<file path="src/rtl/core/fcr_pkg.sv">
// Shared types and constants for the framed command receiver.
// Holds the request and result payload structs, the parser phase enum and codes.
// No dependencies.
`timescale 1ns / 1ps
`default_nettype none

package fcr_pkg;

  localparam int unsigned LimitWidth = 25;
  localparam int unsigned CodeWidth  = 17;

  localparam logic [7:0]            HeaderByte        = 8'h7E;
  localparam logic [LimitWidth-1:0] TimeoutLimitReset = 25'd25000000;

  // Result kinds
  localparam logic [1:0] KindPayload = 2'd0;
  localparam logic [1:0] KindAccept  = 2'd1;
  localparam logic [1:0] KindError   = 2'd2;

  // Error kinds
  localparam logic [1:0] ErrHeader  = 2'd0;
  localparam logic [1:0] ErrTimeout = 2'd1;
  localparam logic [1:0] ErrSum     = 2'd2;

  // Positional error codes
  localparam logic [CodeWidth-1:0] CodeHeader  = 17'd1;
  localparam logic [CodeWidth-1:0] CodeCommand = 17'd2;
  localparam logic [CodeWidth-1:0] CodeAddress = 17'd3;
  localparam logic [CodeWidth-1:0] CodeLength  = 17'd4;
  localparam logic [CodeWidth-1:0] CodeSumBase = 17'd5;

  typedef enum logic [3:0] {
    PhHead  = 4'd0,
    PhCmd   = 4'd1,
    PhAddr0 = 4'd2,
    PhAddr1 = 4'd3,
    PhAddr2 = 4'd4,
    PhLen0  = 4'd5,
    PhLen1  = 4'd6,
    PhData  = 4'd7,
    PhSum   = 4'd8
  } phase_t;

  typedef struct packed {
    logic       func;
    logic [7:0] rx_byte;
  } fcr_in_t;

  typedef struct packed {
    logic [1:0]           kind;
    logic [7:0]           payload_byte;
    logic [15:0]          payload_index;
    logic [7:0]           command;
    logic [23:0]          address;
    logic [15:0]          length;
    logic [1:0]           error_kind;
    logic [CodeWidth-1:0] error_code;
    logic [7:0]           error_byte;
  } fcr_out_t;

endpackage

`default_nettype wire

</file>
<file path="src/rtl/core/framed_command_receiver.sv">
// Top level of the framed command receiver: input register, frame parser,
// result register and the timeout limit register. Depends on fcr_pkg and the fcr_* stages.
//
// Usage:
//   in channel   : one request per transfer; func=0 carries a received byte,
//                  func=1 is one timer tick. Frame: 0x7E, command, address
//                  (3 bytes, MSB first), length (2 bytes, MSB first),
//                  payload, 8-bit sum of everything after the header byte.
//   out channel  : zero or one result per request: a payload byte with its
//                  index, a frame accept with command/address/length, or an
//                  error (bad header, timeout, checksum mismatch).
//   cfg channel  : writes timeout_limit; always ready. Write only while idle.
//   Path         : a result passes the input register, which loads on accept,
//                  and then the result register, which loads when it has room.
//   Throughput   : one request per cycle while out_ready is high; the parser
//                  state update is combinational.
//   Reset        : parser returns to header search, counters clear and
//                  timeout_limit loads 25000000.
//   Stall        : when out_ready is low the result holds, one more request
//                  is buffered, then in_ready drops.
`timescale 1ns / 1ps
`default_nettype none

module framed_command_receiver (
  input  wire logic                           clk,
  input  wire logic                           rst,
  input  wire logic                           in_valid,
  output logic                                in_ready,
  input  wire fcr_pkg::fcr_in_t               in_data,
  output logic                                out_valid,
  input  wire logic                           out_ready,
  output fcr_pkg::fcr_out_t                   out_data,
  input  wire logic                           cfg_valid,
  output logic                                cfg_ready,
  input  wire logic [fcr_pkg::LimitWidth-1:0] cfg_data
);

  logic                           take;
  logic                           hold_valid;
  fcr_pkg::fcr_in_t               hold_data;
  logic                           advance;
  logic                           res_valid;
  fcr_pkg::fcr_out_t              res_data;
  logic [fcr_pkg::LimitWidth-1:0] timeout_limit;

  assign cfg_ready = 1'b1;
  assign advance   = hold_valid && take;

  // Timeout limit register
  always_ff @(posedge clk) begin
    if (rst) begin
      timeout_limit <= fcr_pkg::TimeoutLimitReset;
    end else if (cfg_valid && cfg_ready) begin
      timeout_limit <= cfg_data;
    end
  end

  fcr_in_stage u_in_stage (
    .clk        (clk),
    .rst        (rst),
    .in_valid   (in_valid),
    .in_ready   (in_ready),
    .in_data    (in_data),
    .take       (take),
    .hold_valid (hold_valid),
    .hold_data  (hold_data)
  );

  fcr_parser u_parser (
    .clk           (clk),
    .rst           (rst),
    .advance       (advance),
    .item          (hold_data),
    .timeout_limit (timeout_limit),
    .res_valid     (res_valid),
    .result        (res_data)
  );

  fcr_out_stage u_out_stage (
    .clk       (clk),
    .rst       (rst),
    .load      (advance && res_valid),
    .res_data  (res_data),
    .take      (take),
    .out_valid (out_valid),
    .out_ready (out_ready),
    .out_data  (out_data)
  );

  a_stall_cause: assert property (@(posedge clk) disable iff (rst)
    !in_ready |-> hold_valid && out_valid && !out_ready)
    else $error("input stalled without a blocked result");

  a_no_lost_result: assert property (@(posedge clk) disable iff (rst)
    advance && res_valid |=> out_valid)
    else $error("result produced but not registered");

endmodule

`default_nettype wire

</file>
<file path="src/rtl/core/fcr_in_stage.sv">
// Input register of the framed command receiver.
// Holds one request until the parser consumes it; uses fcr_pkg types.
`timescale 1ns / 1ps
`default_nettype none

module fcr_in_stage (
  input  wire logic            clk,
  input  wire logic            rst,
  input  wire logic            in_valid,
  output logic                 in_ready,
  input  wire fcr_pkg::fcr_in_t in_data,
  input  wire logic            take,
  output logic                 hold_valid,
  output fcr_pkg::fcr_in_t     hold_data
);

  // Accept when empty or when the held request leaves this cycle
  assign in_ready = !hold_valid || take;

  // Track occupancy
  always_ff @(posedge clk) begin
    if (rst) begin
      hold_valid <= 1'b0;
    end else if (in_ready) begin
      hold_valid <= in_valid;
    end
  end

  // Load the payload
  always_ff @(posedge clk) begin
    if (in_valid && in_ready) begin
      hold_data <= in_data;
    end
  end

endmodule

`default_nettype wire

</file>
<file path="src/rtl/core/fcr_parser.sv">
// Frame parser state and per-request decode for the framed command receiver.
// Updates phase, header fields, running sum and idle tick count; uses fcr_pkg.
`timescale 1ns / 1ps
`default_nettype none

module fcr_parser (
  input  wire logic                            clk,
  input  wire logic                            rst,
  input  wire logic                            advance,
  input  wire fcr_pkg::fcr_in_t                item,
  input  wire logic [fcr_pkg::LimitWidth-1:0]  timeout_limit,
  output logic                                 res_valid,
  output fcr_pkg::fcr_out_t                    result
);

  fcr_pkg::phase_t                 phase, phase_next;
  logic [7:0]                      cmd_reg, cmd_reg_next;
  logic [23:0]                     addr_reg, addr_reg_next;
  logic [15:0]                     len_reg, len_reg_next;
  logic [15:0]                     byte_index, byte_index_next;
  logic [7:0]                      running_sum, running_sum_next;
  logic [fcr_pkg::LimitWidth-1:0]  idle_ticks, idle_ticks_next;

  logic [fcr_pkg::LimitWidth-1:0]  tick_count;
  logic                            timed_out;
  logic [7:0]                      sum_add;
  logic [15:0]                     index_inc;
  logic [15:0]                     len_full;
  logic [fcr_pkg::CodeWidth-1:0]   timeout_code;

  assign tick_count = idle_ticks + {{(fcr_pkg::LimitWidth-1){1'b0}}, 1'b1};
  assign timed_out  = (tick_count >= timeout_limit) || (tick_count == '0);
  assign sum_add    = running_sum + item.rx_byte;
  assign index_inc  = byte_index + 16'd1;
  assign len_full   = {len_reg[15:8], item.rx_byte};

  // Next state
  always_comb begin
    phase_next       = phase;
    cmd_reg_next     = cmd_reg;
    addr_reg_next    = addr_reg;
    len_reg_next     = len_reg;
    byte_index_next  = byte_index;
    running_sum_next = running_sum;
    idle_ticks_next  = idle_ticks;
    if (item.func) begin
      if (timed_out) begin
        phase_next      = fcr_pkg::PhHead;
        idle_ticks_next = '0;
      end else begin
        idle_ticks_next = tick_count;
      end
    end else begin
      idle_ticks_next = '0;
      unique case (phase)
        fcr_pkg::PhCmd: begin
          cmd_reg_next     = item.rx_byte;
          running_sum_next = item.rx_byte;
          phase_next       = fcr_pkg::PhAddr0;
        end
        fcr_pkg::PhAddr0: begin
          addr_reg_next    = {item.rx_byte, 16'h0000};
          running_sum_next = sum_add;
          phase_next       = fcr_pkg::PhAddr1;
        end
        fcr_pkg::PhAddr1: begin
          addr_reg_next    = {addr_reg[23:16], item.rx_byte, addr_reg[7:0]};
          running_sum_next = sum_add;
          phase_next       = fcr_pkg::PhAddr2;
        end
        fcr_pkg::PhAddr2: begin
          addr_reg_next    = {addr_reg[23:8], item.rx_byte};
          running_sum_next = sum_add;
          phase_next       = fcr_pkg::PhLen0;
        end
        fcr_pkg::PhLen0: begin
          len_reg_next     = {item.rx_byte, 8'h00};
          running_sum_next = sum_add;
          phase_next       = fcr_pkg::PhLen1;
        end
        fcr_pkg::PhLen1: begin
          len_reg_next     = len_full;
          running_sum_next = sum_add;
          byte_index_next  = '0;
          phase_next       = (len_full == '0) ? fcr_pkg::PhSum : fcr_pkg::PhData;
        end
        fcr_pkg::PhData: begin
          running_sum_next = sum_add;
          byte_index_next  = index_inc;
          if (index_inc >= len_reg) begin
            phase_next = fcr_pkg::PhSum;
          end
        end
        fcr_pkg::PhSum: begin
          phase_next = fcr_pkg::PhHead;
        end
        default: begin
          // waiting for header, and any unused phase code
          phase_next = (item.rx_byte == fcr_pkg::HeaderByte) ? fcr_pkg::PhCmd
                                                            : fcr_pkg::PhHead;
        end
      endcase
    end
  end

  // Position reported by a timeout
  always_comb begin
    unique case (phase)
      fcr_pkg::PhCmd:   timeout_code = fcr_pkg::CodeCommand;
      fcr_pkg::PhAddr0,
      fcr_pkg::PhAddr1,
      fcr_pkg::PhAddr2: timeout_code = fcr_pkg::CodeAddress;
      fcr_pkg::PhLen0,
      fcr_pkg::PhLen1:  timeout_code = fcr_pkg::CodeLength;
      fcr_pkg::PhData:  timeout_code = fcr_pkg::CodeLength + {1'b0, byte_index};
      fcr_pkg::PhSum:   timeout_code = fcr_pkg::CodeLength + {1'b0, len_reg};
      default:          timeout_code = fcr_pkg::CodeHeader;
    endcase
  end

  // Result for the current request
  always_comb begin
    res_valid = 1'b0;
    result    = '0;
    if (item.func) begin
      if (timed_out) begin
        res_valid         = 1'b1;
        result.kind       = fcr_pkg::KindError;
        result.error_kind = fcr_pkg::ErrTimeout;
        result.error_code = timeout_code;
      end
    end else begin
      unique case (phase)
        fcr_pkg::PhCmd, fcr_pkg::PhAddr0, fcr_pkg::PhAddr1, fcr_pkg::PhAddr2,
        fcr_pkg::PhLen0, fcr_pkg::PhLen1: begin
          res_valid = 1'b0;
        end
        fcr_pkg::PhData: begin
          res_valid            = 1'b1;
          result.kind          = fcr_pkg::KindPayload;
          result.payload_byte  = item.rx_byte;
          result.payload_index = byte_index;
        end
        fcr_pkg::PhSum: begin
          res_valid = 1'b1;
          if (item.rx_byte == running_sum) begin
            result.kind    = fcr_pkg::KindAccept;
            result.command = cmd_reg;
            result.address = addr_reg;
            result.length  = len_reg;
          end else begin
            result.kind       = fcr_pkg::KindError;
            result.error_kind = fcr_pkg::ErrSum;
            result.error_code = fcr_pkg::CodeSumBase + {1'b0, len_reg};
            result.error_byte = running_sum;
          end
        end
        default: begin
          if (item.rx_byte != fcr_pkg::HeaderByte) begin
            res_valid         = 1'b1;
            result.kind       = fcr_pkg::KindError;
            result.error_kind = fcr_pkg::ErrHeader;
            result.error_code = fcr_pkg::CodeHeader;
            result.error_byte = item.rx_byte;
          end
        end
      endcase
    end
  end

  // Advance parser state on each consumed request
  always_ff @(posedge clk) begin
    if (rst) begin
      phase       <= fcr_pkg::PhHead;
      cmd_reg     <= '0;
      addr_reg    <= '0;
      len_reg     <= '0;
      byte_index  <= '0;
      running_sum <= '0;
      idle_ticks  <= '0;
    end else if (advance) begin
      phase       <= phase_next;
      cmd_reg     <= cmd_reg_next;
      addr_reg    <= addr_reg_next;
      len_reg     <= len_reg_next;
      byte_index  <= byte_index_next;
      running_sum <= running_sum_next;
      idle_ticks  <= idle_ticks_next;
    end
  end

  a_accept_from_sum: assert property (@(posedge clk) disable iff (rst)
    advance && res_valid && result.kind == fcr_pkg::KindAccept |-> phase == fcr_pkg::PhSum)
    else $error("frame accepted outside the checksum phase");

  a_payload_from_data: assert property (@(posedge clk) disable iff (rst)
    advance && res_valid && result.kind == fcr_pkg::KindPayload |-> phase == fcr_pkg::PhData)
    else $error("payload byte reported outside the data phase");

  a_error_returns_head: assert property (@(posedge clk) disable iff (rst)
    advance && res_valid && result.kind == fcr_pkg::KindError
    |=> phase == fcr_pkg::PhHead && idle_ticks == '0)
    else $error("parser did not return to header search after an error");

  a_tick_only_errors: assert property (@(posedge clk) disable iff (rst)
    advance && item.func && res_valid |-> result.kind == fcr_pkg::KindError)
    else $error("tick produced a non-error result");

endmodule

`default_nettype wire

</file>
<file path="src/rtl/core/fcr_out_stage.sv">
// Result register of the framed command receiver.
// Holds one result until the receiver takes it; uses fcr_pkg types.
`timescale 1ns / 1ps
`default_nettype none

module fcr_out_stage (
  input  wire logic             clk,
  input  wire logic             rst,
  input  wire logic             load,
  input  wire fcr_pkg::fcr_out_t res_data,
  output logic                  take,
  output logic                  out_valid,
  input  wire logic             out_ready,
  output fcr_pkg::fcr_out_t     out_data
);

  // Room for a new result when empty or when the current one drains
  assign take = !out_valid || out_ready;

  // Track occupancy
  always_ff @(posedge clk) begin
    if (rst) begin
      out_valid <= 1'b0;
    end else if (take) begin
      out_valid <= load;
    end
  end

  // Load the payload
  always_ff @(posedge clk) begin
    if (take && load) begin
      out_data <= res_data;
    end
  end

endmodule

`default_nettype wire
</file>
<file path="config.mk">
export PLATFORM = sky130hd
export DESIGN_NAME = framed_command_receiver
export DESIGN_NICKNAME = d
export VERILOG_FILES = /design/src/rtl/core/fcr_pkg.sv /design/src/rtl/core/framed_command_receiver.sv /design/src/rtl/core/fcr_in_stage.sv /design/src/rtl/core/fcr_parser.sv /design/src/rtl/core/fcr_out_stage.sv
export SDC_FILE = /design/constraint.sdc
export NUM_CORES = 1
export LEC_CHECK = 0
export BUFFER_PORTS_ARGS = -buffer_cell sky130_fd_sc_hd__buf_4
export CAP_MARGIN = 20
export CORE_MARGIN = 5
export CORE_UTILIZATION = 29
export CTS_CLUSTER_SIZE = 14
export DETAILED_ROUTE_END_ITERATION = 10
export PLACE_DENSITY_LB_ADDON = 0.2
export SYNTH_ARGS = -nofsm -noshare
export SYNTH_HDL_FRONTEND = slang
export SYNTH_HIERARCHICAL = 1
export SYNTH_SLANG_ARGS = --single-unit
export TNS_END_PERCENT = 30
</file>
<file path="constraint.sdc">
create_clock -name clk -period 4 [get_ports clk]
set_clock_uncertainty 0.15 [all_clocks]
set_input_delay 0.6 -clock clk [delete_from_list [all_inputs] [get_ports clk]]
set_output_delay 0.6 -clock clk [all_outputs]
set_load 0.05 [all_outputs]
</file>
### Word-level counts from Yosys, hierarchy flattened

Cells that the tools add are included.

| operators by class | value |
|---|---|
| $add $sub $neg | 6 |
| multipliers | 0 |
| divide/modulo/power cells | 0 |
| order comparisons | 2 |
| equality and inequality tests | 13 |
| shift operators | 0 |
| multiplexer cells | 27 |
| bitwise logic cells | 7 |
| reduce and logical (&&, ||, !) cells | 33 |

Operator list:

| operator | count |
|---|---|
| case mux 17 bit (5 select lines) | 1 |
| case mux 24 bit (3 select lines) | 1 |
| case mux 16 bit (2 select lines) | 2 |
| case mux 27 bit (2 select lines) | 1 |
| adder 3 x 16 -> 17 bit (first input constant) | 3 |
| 2-to-1 mux 25 bit | 2 |
| case mux 4 bit (8 select lines) | 1 |
| 2-to-1 mux 27 bit | 1 |
| adder 25 x 1 -> 25 bit (second input constant) | 1 |
| >= comparator 25 bit | 1 |
| zero test 25 bit | 1 |
| 2-to-1 mux 19 bit | 1 |
| 2-to-1 mux 18 bit | 1 |
| adder 16 x 1 -> 16 bit (second input constant) | 1 |
| == test 4 x 3 -> 1 bit (second input constant) | 4 |
| >= comparator 16 bit | 1 |
| zero test 16 bit | 1 |
| 2-to-1 mux 4 bit | 4 |
| case mux 8 bit (2 select lines) | 1 |
| AND reduction 3 bit | 5 |
| AND reduction 4 bit | 3 |
| OR reduction 6 bit | 2 |
| nonzero test 2 bit | 5 |
| 2-to-1 mux 9 bit | 1 |
| other kinds (21) | 43 |

| storage, ports and cells | value |
|---|---|
| register bits after elaboration | 238 |
| latch bits | 0 |
| RAM bits | 0 |
| bits in read-only memories | 0 |
| input port bits | 39 |
| output and inout bits | 104 |
| word-level logic and storage cells | 112 |
| memories | 0 |

### Depth between registers and ports, before layout

Gate-level depths: netlist (run 1).

| depth | value |
|---|---|
| depth in word-level cells | 7 |
| depth in mapped cells | 20 |
| depth with buffers taken out | 18 |

### Hierarchy

Netlist (run 1), hierarchy kept.

Modules (own cells, without submodules):

| module | times used | cells an instance | area an instance (um2) | sequential area each (um2) |
|---|---|---|---|---|
| fcr_parser | 1 | 1067 | 8023.9 | 2021.9 |
| fcr_out_stage | 1 | 106 | 3088.0 | 3052.9 |
| framed_command_receiver | 1 | 86 | 967.2 | 500.5 |
| fcr_in_stage | 1 | 14 | 325.3 | 290.3 |

### Least setup slack after synthesis (run 1)

Ideal clock, no wire load.

| timing | value |
|---|---|
| path kind | flip-flop to flip-flop |
| start | register u_parser/idle_ticks[0] (netlist name) |
| end | register u_out_stage/out_data[0] (netlist name) |
| library setup time | 0.389 ns |
| arrival time | 3.955 ns |
| data required time | 3.461 ns |
| slack | -0.495 ns |
| cell stages (with the launch flop) | 17 |
| path buffers | 1 |
| clock period less this slack | 4.495 ns |
| path through | dfxtp_1 -> ha_1 -> and3_1 -> buf_2 -> nand4_2 -> nor2_1 -> nand4_1 -> xnor2_1 -> ha_1 -> nand4_1 -> or2_2 -> a211oi_1 -> nor3_1 -> and2_1 -> a41oi_1 -> and3_1 -> and2_4 |

| on the way | value |
|---|---|
| longest elaborated chain between the ends | 7 |
| elaborated cells between the ends (all ways) | 8 |
| classes of those cells | add/sub: 1; order compare: 1; mux: 2; reduce/logical: 4 |

RTL lines:

| item | RTL line | RTL |
|---|---|---|
| start: declaration | fcr_parser.sv:22 | `logic [fcr_pkg::LimitWidth-1:0] idle_ticks, idle_ticks_next;` |
| start signal: assignment | fcr_parser.sv:188 | `idle_ticks <= idle_ticks_next;` |
| adder 25 x 1 -> 25 bit (*) | fcr_parser.sv:31 | `assign tick_count = idle_ticks + {{(fcr_pkg::LimitWidth-1){1'b0}}, 1'b1};` |
| >= comparator 25 bit / zero test 25 bit (equally long branches) | fcr_parser.sv:32 | `assign timed_out = (tick_count >= timeout_limit) \|\| (tick_count == '0);` |
| logical OR 1 bit (*) | fcr_parser.sv:32 |  |
| 2-to-1 mux 1 bit (*) | fcr_parser.sv:126 | `if (timed_out) begin` |
| 2-to-1 mux 1 bit (*) | fcr_parser.sv:125 | `if (item.func) begin` |
| named net res_valid | framed_command_receiver.sv:42 | `logic res_valid;` |
| logical AND 1 bit (*) | framed_command_receiver.sv:82 | `.load (advance && res_valid),` |
| logical AND 1 bit (*) | fcr_out_stage.sv:31 | `if (take && load) begin` |

Mark *: on every way through the listed nets, which the timed path passes. The rest lies on a longest branch.
A chain may end at the register's enable or synchronous reset.

### Worst setup path after layout (run 1)

| timing | value |
|---|---|
| start | register u_parser/idle_ticks[0] (netlist name) |
| end | register u_out_stage/out_data[85] (netlist name) |

| on the way | value |
|---|---|
| longest elaborated chain between the ends | 7 |
| elaborated cells between the ends (all ways) | 8 |
| classes of those cells | add/sub: 1; order compare: 1; mux: 2; reduce/logical: 4 |

RTL lines:

| item | RTL line |
|---|---|
| adder 25 x 1 -> 25 bit (*) | fcr_parser.sv:31 |
| >= comparator 25 bit / zero test 25 bit (equally long branches) | fcr_parser.sv:32 |
| logical OR 1 bit (*) | fcr_parser.sv:32 |
| 2-to-1 mux 1 bit (*) | fcr_parser.sv:126 |
| 2-to-1 mux 1 bit (*) | fcr_parser.sv:125 |
| named net res_valid | framed_command_receiver.sv:42 |
| logical AND 1 bit (*) | framed_command_receiver.sv:82 |
| logical AND 1 bit (*) | fcr_out_stage.sv:31 |

Marked as above.

==> out/summary.txt, run 1 <==
hold path depth = 1
Comb pwr share = 7.4%
Synth Flop Type = dfxtp_1
cell taking the most area after synthesis = edfxtp_1
dpl hpwl = 25300 µm
fmax = 0.253 GHz
PD cells = 355 mW/mm²
RSZ-0062 raised after global routing = yes
Internal = 4.21 mW
die area = 0.0470 mm²
max_slew headroom = 38.4%
initial cell density of the core = 29.4%
Top Registers = u_out_stage/out_data (101), timeout_limit (25), u_parser/idle_ticks (25)
Antenna Nets Post-Route = 0
Biggest register = u_out_stage/out_data
hold_sp = in_data[3]
critical path data required time = 4.16 ns
final cycle utilization of the critical path = 98.7%
hold endpoint = u_in_stage/hold_data[3]
vias in the first global route = 9718
top cell type's share of synthesized area = 26.6%
CTS clk-pin slew, worst paths = 0.06 ns
Die Width = 217 µm
IO Count = 143
CP Max Fanout = 20
1st-iter DRT viols = 545
status = completed
PortBufs = 141
R2R setup slack = 0.05 ns
synthesized area = 0.0124 mm²
Max-cap violations = 0
Switching Fraction = 23.8%
largest net degree at the start of global routing = 67
maximum VDD drop = 0.323 mV
Max Slew Vio Count = 0
Arr. time, crit path = 4.10 ns
endpoints failing setup = 0
Syn Nets = 1365
Cells after Synth = 1273
hold_buf cts = 0
fin crit period = 3.95 ns
DR pass1 iterations = 5
# rows = 75
synth top area cells = edfxtp_1 27%, dfxtp_1 21%, ha_1 5.2%
CTS Root Buffer Type = clkbuf_16
# DRC = 0
CP Capture Type = register
Avg Cell Area, Syn = 9.74 µm²
Total Wirelength = 35900 µm
R2R cell count = 19
setup TNS = 0 ns
Yosys reg bits = 238
GP Congestion = 0.858
vias per cell = 4.91
# nets final = 1525
Total Power = 5.53 mW
Critical Path Source Type = register
Worst-Margin Slew = 0.924 ns
RR Startpoint = u_parser/idle_ticks[0]
asr flop ratio synth = 0%
clock tree buffer depth = 3
FF-to-FF End = u_out_stage/out_data[85]
die height = 217 µm
synth unique cells = 72
register area share after synthesis = 47.3%
Synth warnings = 6
most frequent cells after synthesis = 128 x dfxtp_1, 110 x edfxtp_1, 102 x nor2_1
gr usage total = 14.5%
Core ar. = 0.0421 mm²
GRT overflow = 0
layout cell share with drive strength beyond 1 = 21.2%
vias post-DR = 9796
power share of the sequential group = 47.4%
HP Class = in2reg
first-pass GRT wire length = 55100 µm
leakage dissipation = 6.21 nW
Routed wire per std cell = 18.0 µm
Final Hold Viols = 0
H-tree depth = 1
clk_lat worst skew = 0.56 ns
Largest register FFs = 101
Hold WS = 0.0687 ns
Worst Setup Path Type = reg2reg
Switch Pwr = 1.31 mW
Antenna Cells = 0
CTS sink count = 238
Inserted Clock Buffers = 28
most numerous cell in the Yosys netlist = dfxtp_1
initial antenna violation count = 0
area delta synth->final = 25.5%
CTS tree = yes
clock share of power = 45.3%
EDFF count, synth = 110
-- kinds of logic after synthesis --
family	count (synthesis)	share of synthesized area (%)
multiplexers	39	3.15
XOR/XNOR	77	5.44
adder cells (fa/ha/maj)	53	5.41
other	1	0.0302
flip-flops	238	47.3
AO/OA/AOI/OAI	248	13.5
AND/OR/NAND/NOR	463	19.7
buffers and inverters	154	5.48
-- cell type report --
type,instances,area [µm²]
multi-input combinational,881,6000
fill,4211,26600
inverter,54,203
timing repair buffer,230,1910
clock inverter,11,121
sequential,238,5880
tap,539,674
clock buffer,41,779
-- worst max-delay path by stage --
stage	start	end	slack (ns)	cells after the start
2_1_floorplan	u_parser/idle_ticks[4]	u_out_stage/out_data[0]	-0.18	19
3_5_place_dp	u_parser/idle_ticks[0]	u_out_stage/out_data[71]	-0.05	18
3_3_place_gp	u_parser/idle_ticks[0]	u_out_stage/out_data[99]	-0.006	18
6_report	u_parser/idle_ticks[0]	u_out_stage/out_data[85]	0.05	19
4_1_cts	u_parser/idle_ticks[0]	u_out_stage/out_data[99]	0.0001	18
5_1_grt	u_parser/idle_ticks[0]	u_out_stage/out_data[86]	-0.09	19
-- worst max-delay path, stage by stage, from the launching register on --
cell	delay, ns
dfxtp_4	0.36
ha_4	0.13
and3_4	0.23
nand4_4	0.15
nor2_4	0.13
nand2_1	0.10
xnor2_2	0.15
ha_1	0.30
a21o_1	0.19
a21o_1	0.18
a21oi_2	0.15
o22ai_2	0.08
a211o_1	0.32
nor3_4	0.16
and2_4	0.19
a41oi_2	0.04
and3_4	0.21
and2_4	0.15
buf_4	0.15
buf_16	0.15
-- metrics by stage --
step                setup slack (ns)  util [%]  std cells  area, µm²
detailed placement           -0.0516      34.0       1925      14300
finish                        0.0527      36.9       1994      15600
global route                 -0.0922      36.9       1994      15600
floorplan                     -0.181         -       1273      12500
global placement            -0.00561      34.0       1925      14300
CTS                         0.000145      36.2       1977      15200
-- cell usage in the layout, fill, tap and decap left out, drive strengths merged, types with 14 or more instances in the layout --
cell type,count
a211o,17
a21o,17
a21oi,65
a22o,21
a22oi,24
and2,72
and3,16
buf,226
clkbuf,45
dfxtp,128
edfxtp,110
ha,52
inv,53
mux2i,39
nand2,87
nand2b,16
nand3,41
nand4,20
nor2,102
nor2b,18
nor3,20
nor4,27
o21ai,34
o22ai,14
xnor2,56
xor2,21
-- what timing repair did --
item,4_1_cts,5_1_grt
endpoints found under the setup margin,92,102
hold endpoints to repair,0,0
resized for setup,3,21
pin swaps,0,7
cloned,0,8
buffers inserted,0,9
-- routing by layer --
layer  vias up  share of wire (%)  track usage (%)
met2       217                 49             24.8
li1       4867                  -                -
met1      4667                 45             19.2
met3        45                4.4             2.13
met4         0                1.9             3.83
met5         -                  0                0
-- power groups by stage --
stage	logic (mW)	registers, mW	clock network [mW]
6_report	0.406	2.62	2.50
5_1_grt	0.437	2.63	2.71
4_1_cts	0.387	2.62	2.60
3_5_place_dp	0.384	2.68	0
3_3_place_gp	0.381	2.67	0
2_1_floorplan	0.141	2.77	0
No activity file was read; power rests on OpenSTA's default activity.
==> run 2: changes to the inputs <==
==> constraint.sdc (replaced) <==
create_clock -name clk -period 4.64 [get_ports clk]
set_clock_uncertainty 0.15 [all_clocks]
set_input_delay 0.464 -clock clk [delete_from_list [all_inputs] [get_ports clk]]
set_output_delay 0.464 -clock clk [all_outputs]
set_load 0.05 [all_outputs]
==> run 2 against run 1 <==
  * Power shrank 11%
  * Hold slack gained 0.019 ns
  * Flip-flop and latch count is the same
==> out/summary.txt, run 2 (synthesis results as in run 1) <==
status = completed
clock tree buffer depth = 3 (unchanged)
# rows = 75 (unchanged)
Worst Setup Path Type = reg2reg
critical path data required time = 4.75 ns (+0.59 ns)
crit path cell chain = ha_1 > and3_2 > nand4_2 > nor2_2 > nand2_1 > xnor2_1 > ha_1 > a21o_1 > a21o_1 > a21oi_1 > o22ai_1 > a211o_1 > nor3_2 > and2_1 > a41oi_1 > and3_1 > and2_4 > buf_16
dpl hpwl = 24500 µm (-3.0%)
1st-iter DRT viols = 605 (+11%)
Arr. time, crit path = 4.42 ns (+0.32 ns)
R2R cell count = 18 (-1)
leakage dissipation = 6.02 nW (-3.0%)
RSZ-0062 raised after global routing = no
H-tree depth = 1 (unchanged)
Worst-Margin Slew = 0.975 ns (+0.0513 ns)
fmax = 0.232 GHz (-8.3%)
Critical Path Source Type = register
gr usage total = 14.3% (-0.14 points)
Max Slew Vio Count = 0 (unchanged)
Max-cap violations = 0 (unchanged)
Total Wirelength = 34800 µm (-2.9%)
multi-input logic area = 0.00588 mm² (-1.9%)
Top delay family on crit path = simple AND/OR/NAND/NOR gates
# nets final = 1502 (-1.5%)
area delta synth->final = 23.2%
layout cell share with drive strength beyond 1 = 16.7% (-4.5 points)
leading cell type in the layout, fill and taps excluded = buf_4
CTS tree = yes
maximum VDD drop = 0.198 mV (-39%)
# DRC = 0 (unchanged)
vias in the first global route = 9750 (+0.33%)
first-pass GRT wire length = 54800 µm (-0.50%)
Antenna Nets Post-Route = 0 (unchanged)
CTS sink count = 238 (unchanged)
die area = 0.0470 mm² (unchanged)
GRT overflow = 0 (unchanged)
GP Congestion = 0.833 (-3.0%)
IO Count = 143 (unchanged)
PD cells = 322 mW/mm² (-9.4%)
Total Power = 4.92 mW (-11%)
setup repair bufs after CTS = 0 (unchanged)
post-layout instance area = 0.0153 mm² (-1.8%)
vias per cell = 4.94 (+0.57%)
CTS Root Buffer Type = clkbuf_16
Crit. path cell count = 18 (-1)
vias post-DR = 9748 (-0.49%)
dpl cell area = 0.0139 mm² (-2.8%)
hold path depth = 3 (+2)
CP Capture Type = register
largest net degree at the start of global routing = 63 (-6.0%)
max_slew headroom = 35.0% (-3.4 points)
clk_lat worst skew = 0.57 ns (about the same)
die height = 217 µm (unchanged)
setup TNS = 0 ns (unchanged)
Largest register FFs = 101 (unchanged)
endpoints failing setup = 0 (unchanged)
most frequent cells in the layout = 169 x buf_4, 127 x dfxtp_1, 110 x edfxtp_1
Top Registers = u_out_stage/out_data (101), timeout_limit (25), u_parser/idle_ticks (25)
Critical Path Slowest Stage Cell = dfxtp_2
CP bufs+invs = 1 (-1)
Die Width = 217 µm (unchanged)
Core ar. = 0.0421 mm² (unchanged)
HP Class = in2reg
Inserted Clock Buffers = 29 (+3.6%)
Biggest register = u_out_stage/out_data
FF+latch area = 0.00587 mm² (-0.17%)
Routed wire per std cell = 17.6 µm (-1.9%)
final cycle utilization of the critical path = 92.7% (-5.9 points)
initial cell density of the core = 29.4% (unchanged)
PortBufs = 141 (unchanged)
CTS clk-pin slew, worst paths = 0.06 ns (about the same)
slowest stage delay, CP = 0.40 ns (+0.04 ns)
initial antenna violation count = 0 (unchanged)
# fillers = 4245 (+0.81%)
fin crit period = 4.30 ns (+0.356 ns)
CP Max Fanout = 53 (+170%)
DR pass1 iterations = 4 (-1)
Final Hold Viols = 0 (unchanged)
==> run 2: changes by cell type in the layout (fill, tap and decap cells not counted), sizes merged <==
cell,previous run,this run
clkbuf,45,38
clkinvlp,2,1
buf,226,171
clkinv,8,11
inv,53,54
diode,0,1
dlygate4sd3,0,35
bufinv,2,4
==> run 2: power breakdown <==
part	leakage [nW]	switching [mW]	total [mW]	internal [mW]
clock network	0.485	0.894	2.32	1.42
registers	2.05	0.0244	2.26	2.23
logic	3.49	0.221	0.346	0.124
total	6.02	1.14	4.92	3.78
==> run 2: cell type report <==
class                           count  share of cell area, %
Tap cell                          539                   4.41
Timing Repair Buffer              206                   10.9
Inverter                           54                   1.33
Clock inverter                     16                   1.29
Antenna cell                        1                 0.0164
Clock buffer                       38                   5.17
Sequential cell                   238                   38.4
Multi-Input combinational cell    881                   38.5
==> run 2: per-stage QoR <==
stage | hold WS, ns | utilization (%) | cells | setup WS, ns
2_1_floorplan | 0.277 | - | 1273 | 0.145
3_3_place_gp | 0.283 | 33.1 | 1883 | 0.227
3_5_place_dp | 0.292 | 33.1 | 1883 | 0.0970
4_1_cts | 0.0560 | 36.2 | 1972 | 0.0871
5_1_grt | 0.0747 | 36.3 | 1972 | 0.0366
6_report | 0.0881 | 36.3 | 1973 | 0.337
==> run 2: per-layer routing <==
layer,global-route usage (%),share of wire [%]
met1,19.2,45
met4,3.22,1.5
met3,2.40,4.8
met2,24.4,48
met5,0,0
==> run 2: worst register-to-register path, stage by stage (launching register included) <==
cell	delay, ns
dfxtp_2	0.40
ha_1	0.25
and3_2	0.29
nand4_2	0.17
nor2_2	0.17
nand2_1	0.09
xnor2_1	0.22
ha_1	0.29
a21o_1	0.18
a21o_1	0.17
a21oi_1	0.14
o22ai_1	0.10
a211o_1	0.30
nor3_2	0.20
and2_1	0.22
a41oi_1	0.06
and3_1	0.22
and2_4	0.16
buf_16	0.19
==> run 2: path summary, 6_finish.rpt <==
check | startpoint | endpoint | slack, ns
max | u_parser/idle_ticks[1] | u_out_stage/out_data[75] | 0.34
min | out_ready | u_out_stage/out_valid | 0.09
max reg2reg | u_parser/idle_ticks[1] | u_out_stage/out_data[75] | 0.34
min reg2reg | u_parser/addr_reg[10] | u_parser/addr_reg[10] | 0.30
==> run 2: repair_timing <==
| item | CTS | global route |
|---|---|---|
| endpoints found under the hold margin | 35 | 0 |
| endpoints found under the setup margin | 0 | 113 |
| gates resized for setup | 0 | 5 |
| hold buffers | 35 | 0 |
==> run 3: changes to the inputs <==
- PLACE_DENSITY_LB_ADDON: 0.2 -> not set
==> run 3 against run 2 <==
  * Sequential share of layout area grew 0.13 points
  * Fmax shrank 0.58%
  * Routed wire length shrank 1.0%
  * Die area is the same
  * Flip-flop and latch count is the same
  * Design area shrank 0.34%
  * Final cell count shrank 0.25%
  * Sequential power is essentially flat
  * First-iteration DRC count grew 9.9%
  * Non-clock buffer count grew 1
  * Clock-buffer cell count shrank 2
  * Critical endpoint is now u_out_stage/out_data[46]
  * Largest cell class unchanged
  * Highest routed layer unchanged
==> out/summary.txt, run 3 (synthesis results as in run 1) <==
Final Hold Viols = 0 (unchanged)
GP Congestion = 0.874 (+5.0%)
Worst Setup Path Type = reg2reg
Top Registers = u_out_stage/out_data (101), timeout_limit (25), u_parser/idle_ticks (25)
clock share of power = 46.2% (-0.9 points)
clk_lat worst skew = 0.55 ns (-0.02 ns)
hold_sp = out_ready
CP Capture Type = register
die height = 217 µm (unchanged)
Total Wirelength = 34500 µm (-1.0%)
Critical Path Source Type = register
initial antenna violation count = 0 (unchanged)
Antenna Cells = 0 (-1)
largest net degree at the start of global routing = 84 (+33%)
hold path depth = 3 (unchanged)
RR Startpoint = u_parser/idle_ticks[0]
# rows = 75 (unchanged)
Total Power = 4.84 mW (-1.6%)
Die Width = 217 µm (unchanged)
dpl hpwl = 24300 µm (-0.93%)
Switching Fraction = 23.2% (+0.047 points)
fin worst setup slack = 0.311 ns (-0.0252 ns)
setup repair bufs after CTS = 0 (unchanged)
Worst-Margin Slew = 0.941 ns (-0.0339 ns)
fin crit period = 4.33 ns (+0.0252 ns)
Critical Path Slowest Stage Cell = dfxtp_1
status = completed
1st-iter DRT viols = 665 (+9.9%)
leading cell type in the layout, fill and taps excluded = buf_4
# fillers = 4265 (+0.47%)
first-pass GRT wire length = 54100 µm (-1.2%)
CTS sink count = 238 (unchanged)
Core ar. = 0.0421 mm² (unchanged)
IO Count = 143 (unchanged)
vias in the first global route = 9848 (+1.0%)
maximum VDD drop = 0.249 mV (+26%)
hold endpoint = u_out_stage/out_valid
leakage dissipation = 6.00 nW (-0.34%)
power share of the sequential group = 46.5% (+0.6 points)
setup TNS = 0 ns (unchanged)
Routed wire per std cell = 17.5 µm (-0.75%)
R2R cell count = 18 (unchanged)
Max Slew Vio Count = 0 (unchanged)
area delta synth->final = 22.8%
CTS Root Buffer Type = clkbuf_16
slowest stage delay, CP = 0.43 ns (+0.03 ns)
CP Max Fanout = 41 (-23%)
most frequent cells in the layout = 169 x buf_4, 127 x dfxtp_1, 110 x edfxtp_1
Layout Cells excl Fill = 1968 (-0.25%)
Max-cap violations = 0 (unchanged)
Switch Pwr = 1.12 mW (-1.4%)
die area = 0.0470 mm² (unchanged)
CTS clk-pin slew, worst paths = 0.06 ns (about the same)
Biggest register = u_out_stage/out_data
H-tree depth = 1 (unchanged)
FF-to-FF End = u_out_stage/out_data[46]
clock tree buffer depth = 3 (unchanged)
# nets final = 1501 (-0.067%)
endpoints failing setup = 0 (unchanged)
Antenna Nets Post-Route = 0 (unchanged)
PortBufs = 141 (unchanged)
Arr. time, crit path = 4.46 ns (+0.04 ns)
CTS tree = yes
fmax = 0.231 GHz (-0.58%)
vias post-DR = 9784 (+0.37%)
layout cell share with drive strength beyond 1 = 16.5% (-0.16 points)
HP Class = in2reg
Comb pwr share = 7.3% (+0.3 points)
GRT overflow = 0 (unchanged)
R2R setup slack = 0.31 ns (-0.03 ns)
final cycle utilization of the critical path = 93.3% (+0.54 points)
vias per cell = 4.97 (+0.62%)
max_slew headroom = 37.0% (+2.0 points)
crit path cell chain = ha_1 > and3_1 > nand4_2 > nor2_1 > nand2_1 > xnor2_1 > ha_1 > a21o_1 > a21o_1 > a21oi_1 > o22ai_1 > a211o_1 > nor3_1 > and2_1 > a41oi_1 > and3_1 > and2_4 > clkbuf_16
DR pass1 iterations = 5 (+1)
Largest register FFs = 101 (unchanged)
placed cell count = 1883 (unchanged)
Internal = 3.72 mW (-1.6%)
RSZ-0062 raised after global routing = no
# DRC = 0 (unchanged)
Inserted Clock Buffers = 27 (-6.9%)
gr usage total = 14.0% (-0.28 points)
pre-CTS setup slack = 0.110 ns (+0.0127 ns)
PD cells = 318 mW/mm² (-1.2%)
critical path data required time = 4.77 ns (+0.02 ns)
initial cell density of the core = 29.4% (unchanged)
[run 3: changes by cell type in the layout (fill, tap and decap cells not counted), sizes merged]
cell	previous run	this run
clkinv	11	8
clkbuf	38	37
diode	1	0
[run 3: area by class of cell]
cell class | instances | area, µm² | share of cell area [%]
sequential | 238 | 5870 | 38.5
tap | 539 | 674 | 4.43
clock inverter | 13 | 179 | 1.17
multi-input combinational | 881 | 5880 | 38.6
timing repair buffer | 207 | 1680 | 11.0
inverter | 54 | 203 | 1.33
clock buffer | 36 | 751 | 4.93
[run 3: power by group through the flow]
stage	combinational (mW)	clock (mW)	sequential, mW
floorplan	0.121	0	2.38
global placement	0.326	0	2.30
detailed placement	0.330	0	2.30
CTS	0.355	2.30	2.26
global route	0.378	2.39	2.26
finish	0.354	2.24	2.25
[run 3: routing by layer]
| layer | GRT usage [%] | vias to the layer above | share of wire [%] |
|---|---|---|---|
| met5 | 0 | - | 0 |
| met4 | 3.45 | 0 | 2.0 |
| met3 | 2.46 | 50 | 5.6 |
| met2 | 24.2 | 269 | 48 |
| met1 | 18.4 | 4650 | 44 |
| li1 | - | 4815 | - |
[run 3: worst max-delay path by stage]
stage                                start                        to  slack [ns]
CTS                 u_parser/idle_ticks[4]  u_out_stage/out_data[48]        0.08
global placement    u_parser/idle_ticks[4]  u_out_stage/out_data[35]        0.27
detailed placement  u_parser/idle_ticks[4]  u_out_stage/out_data[34]        0.11
global route        u_parser/idle_ticks[0]  u_out_stage/out_data[46]       0.008
floorplan           u_parser/idle_ticks[0]   u_out_stage/out_data[0]        0.15
finish              u_parser/idle_ticks[0]  u_out_stage/out_data[46]        0.31
[run 3: metrics by stage]
| step | util (%) | cell area (µm²) | hold WS (ns) |
|---|---|---|---|
| after floorplan | - | 12400 | 0.277 |
| final | 36.2 | 15200 | 0.101 |
| after global placement | 33.0 | 13900 | 0.283 |
| after CTS | 36.1 | 15200 | 0.0779 |
| after detailed placement | 33.0 | 13900 | 0.292 |
| after global routing | 36.2 | 15200 | 0.102 |
[run 3: critical path: cells and delay by family, from the launching register on]
kind,cells,cell delay (ns)
adders and majority gates,2,0.57
and+or+nand+nor,8,1.52
buffers and inverters,1,0.24
AOI/OAI and AO/OA,6,0.92
DFF,1,0.43
xor gates and xnor gates,1,0.23
[run 3: repair_timing]
action                                  in CTS  in global routing
hold endpoints to repair                    35                  0
endpoints found under the setup margin       0                101
hold buffers                                35                  0
resized for setup                            0                  4
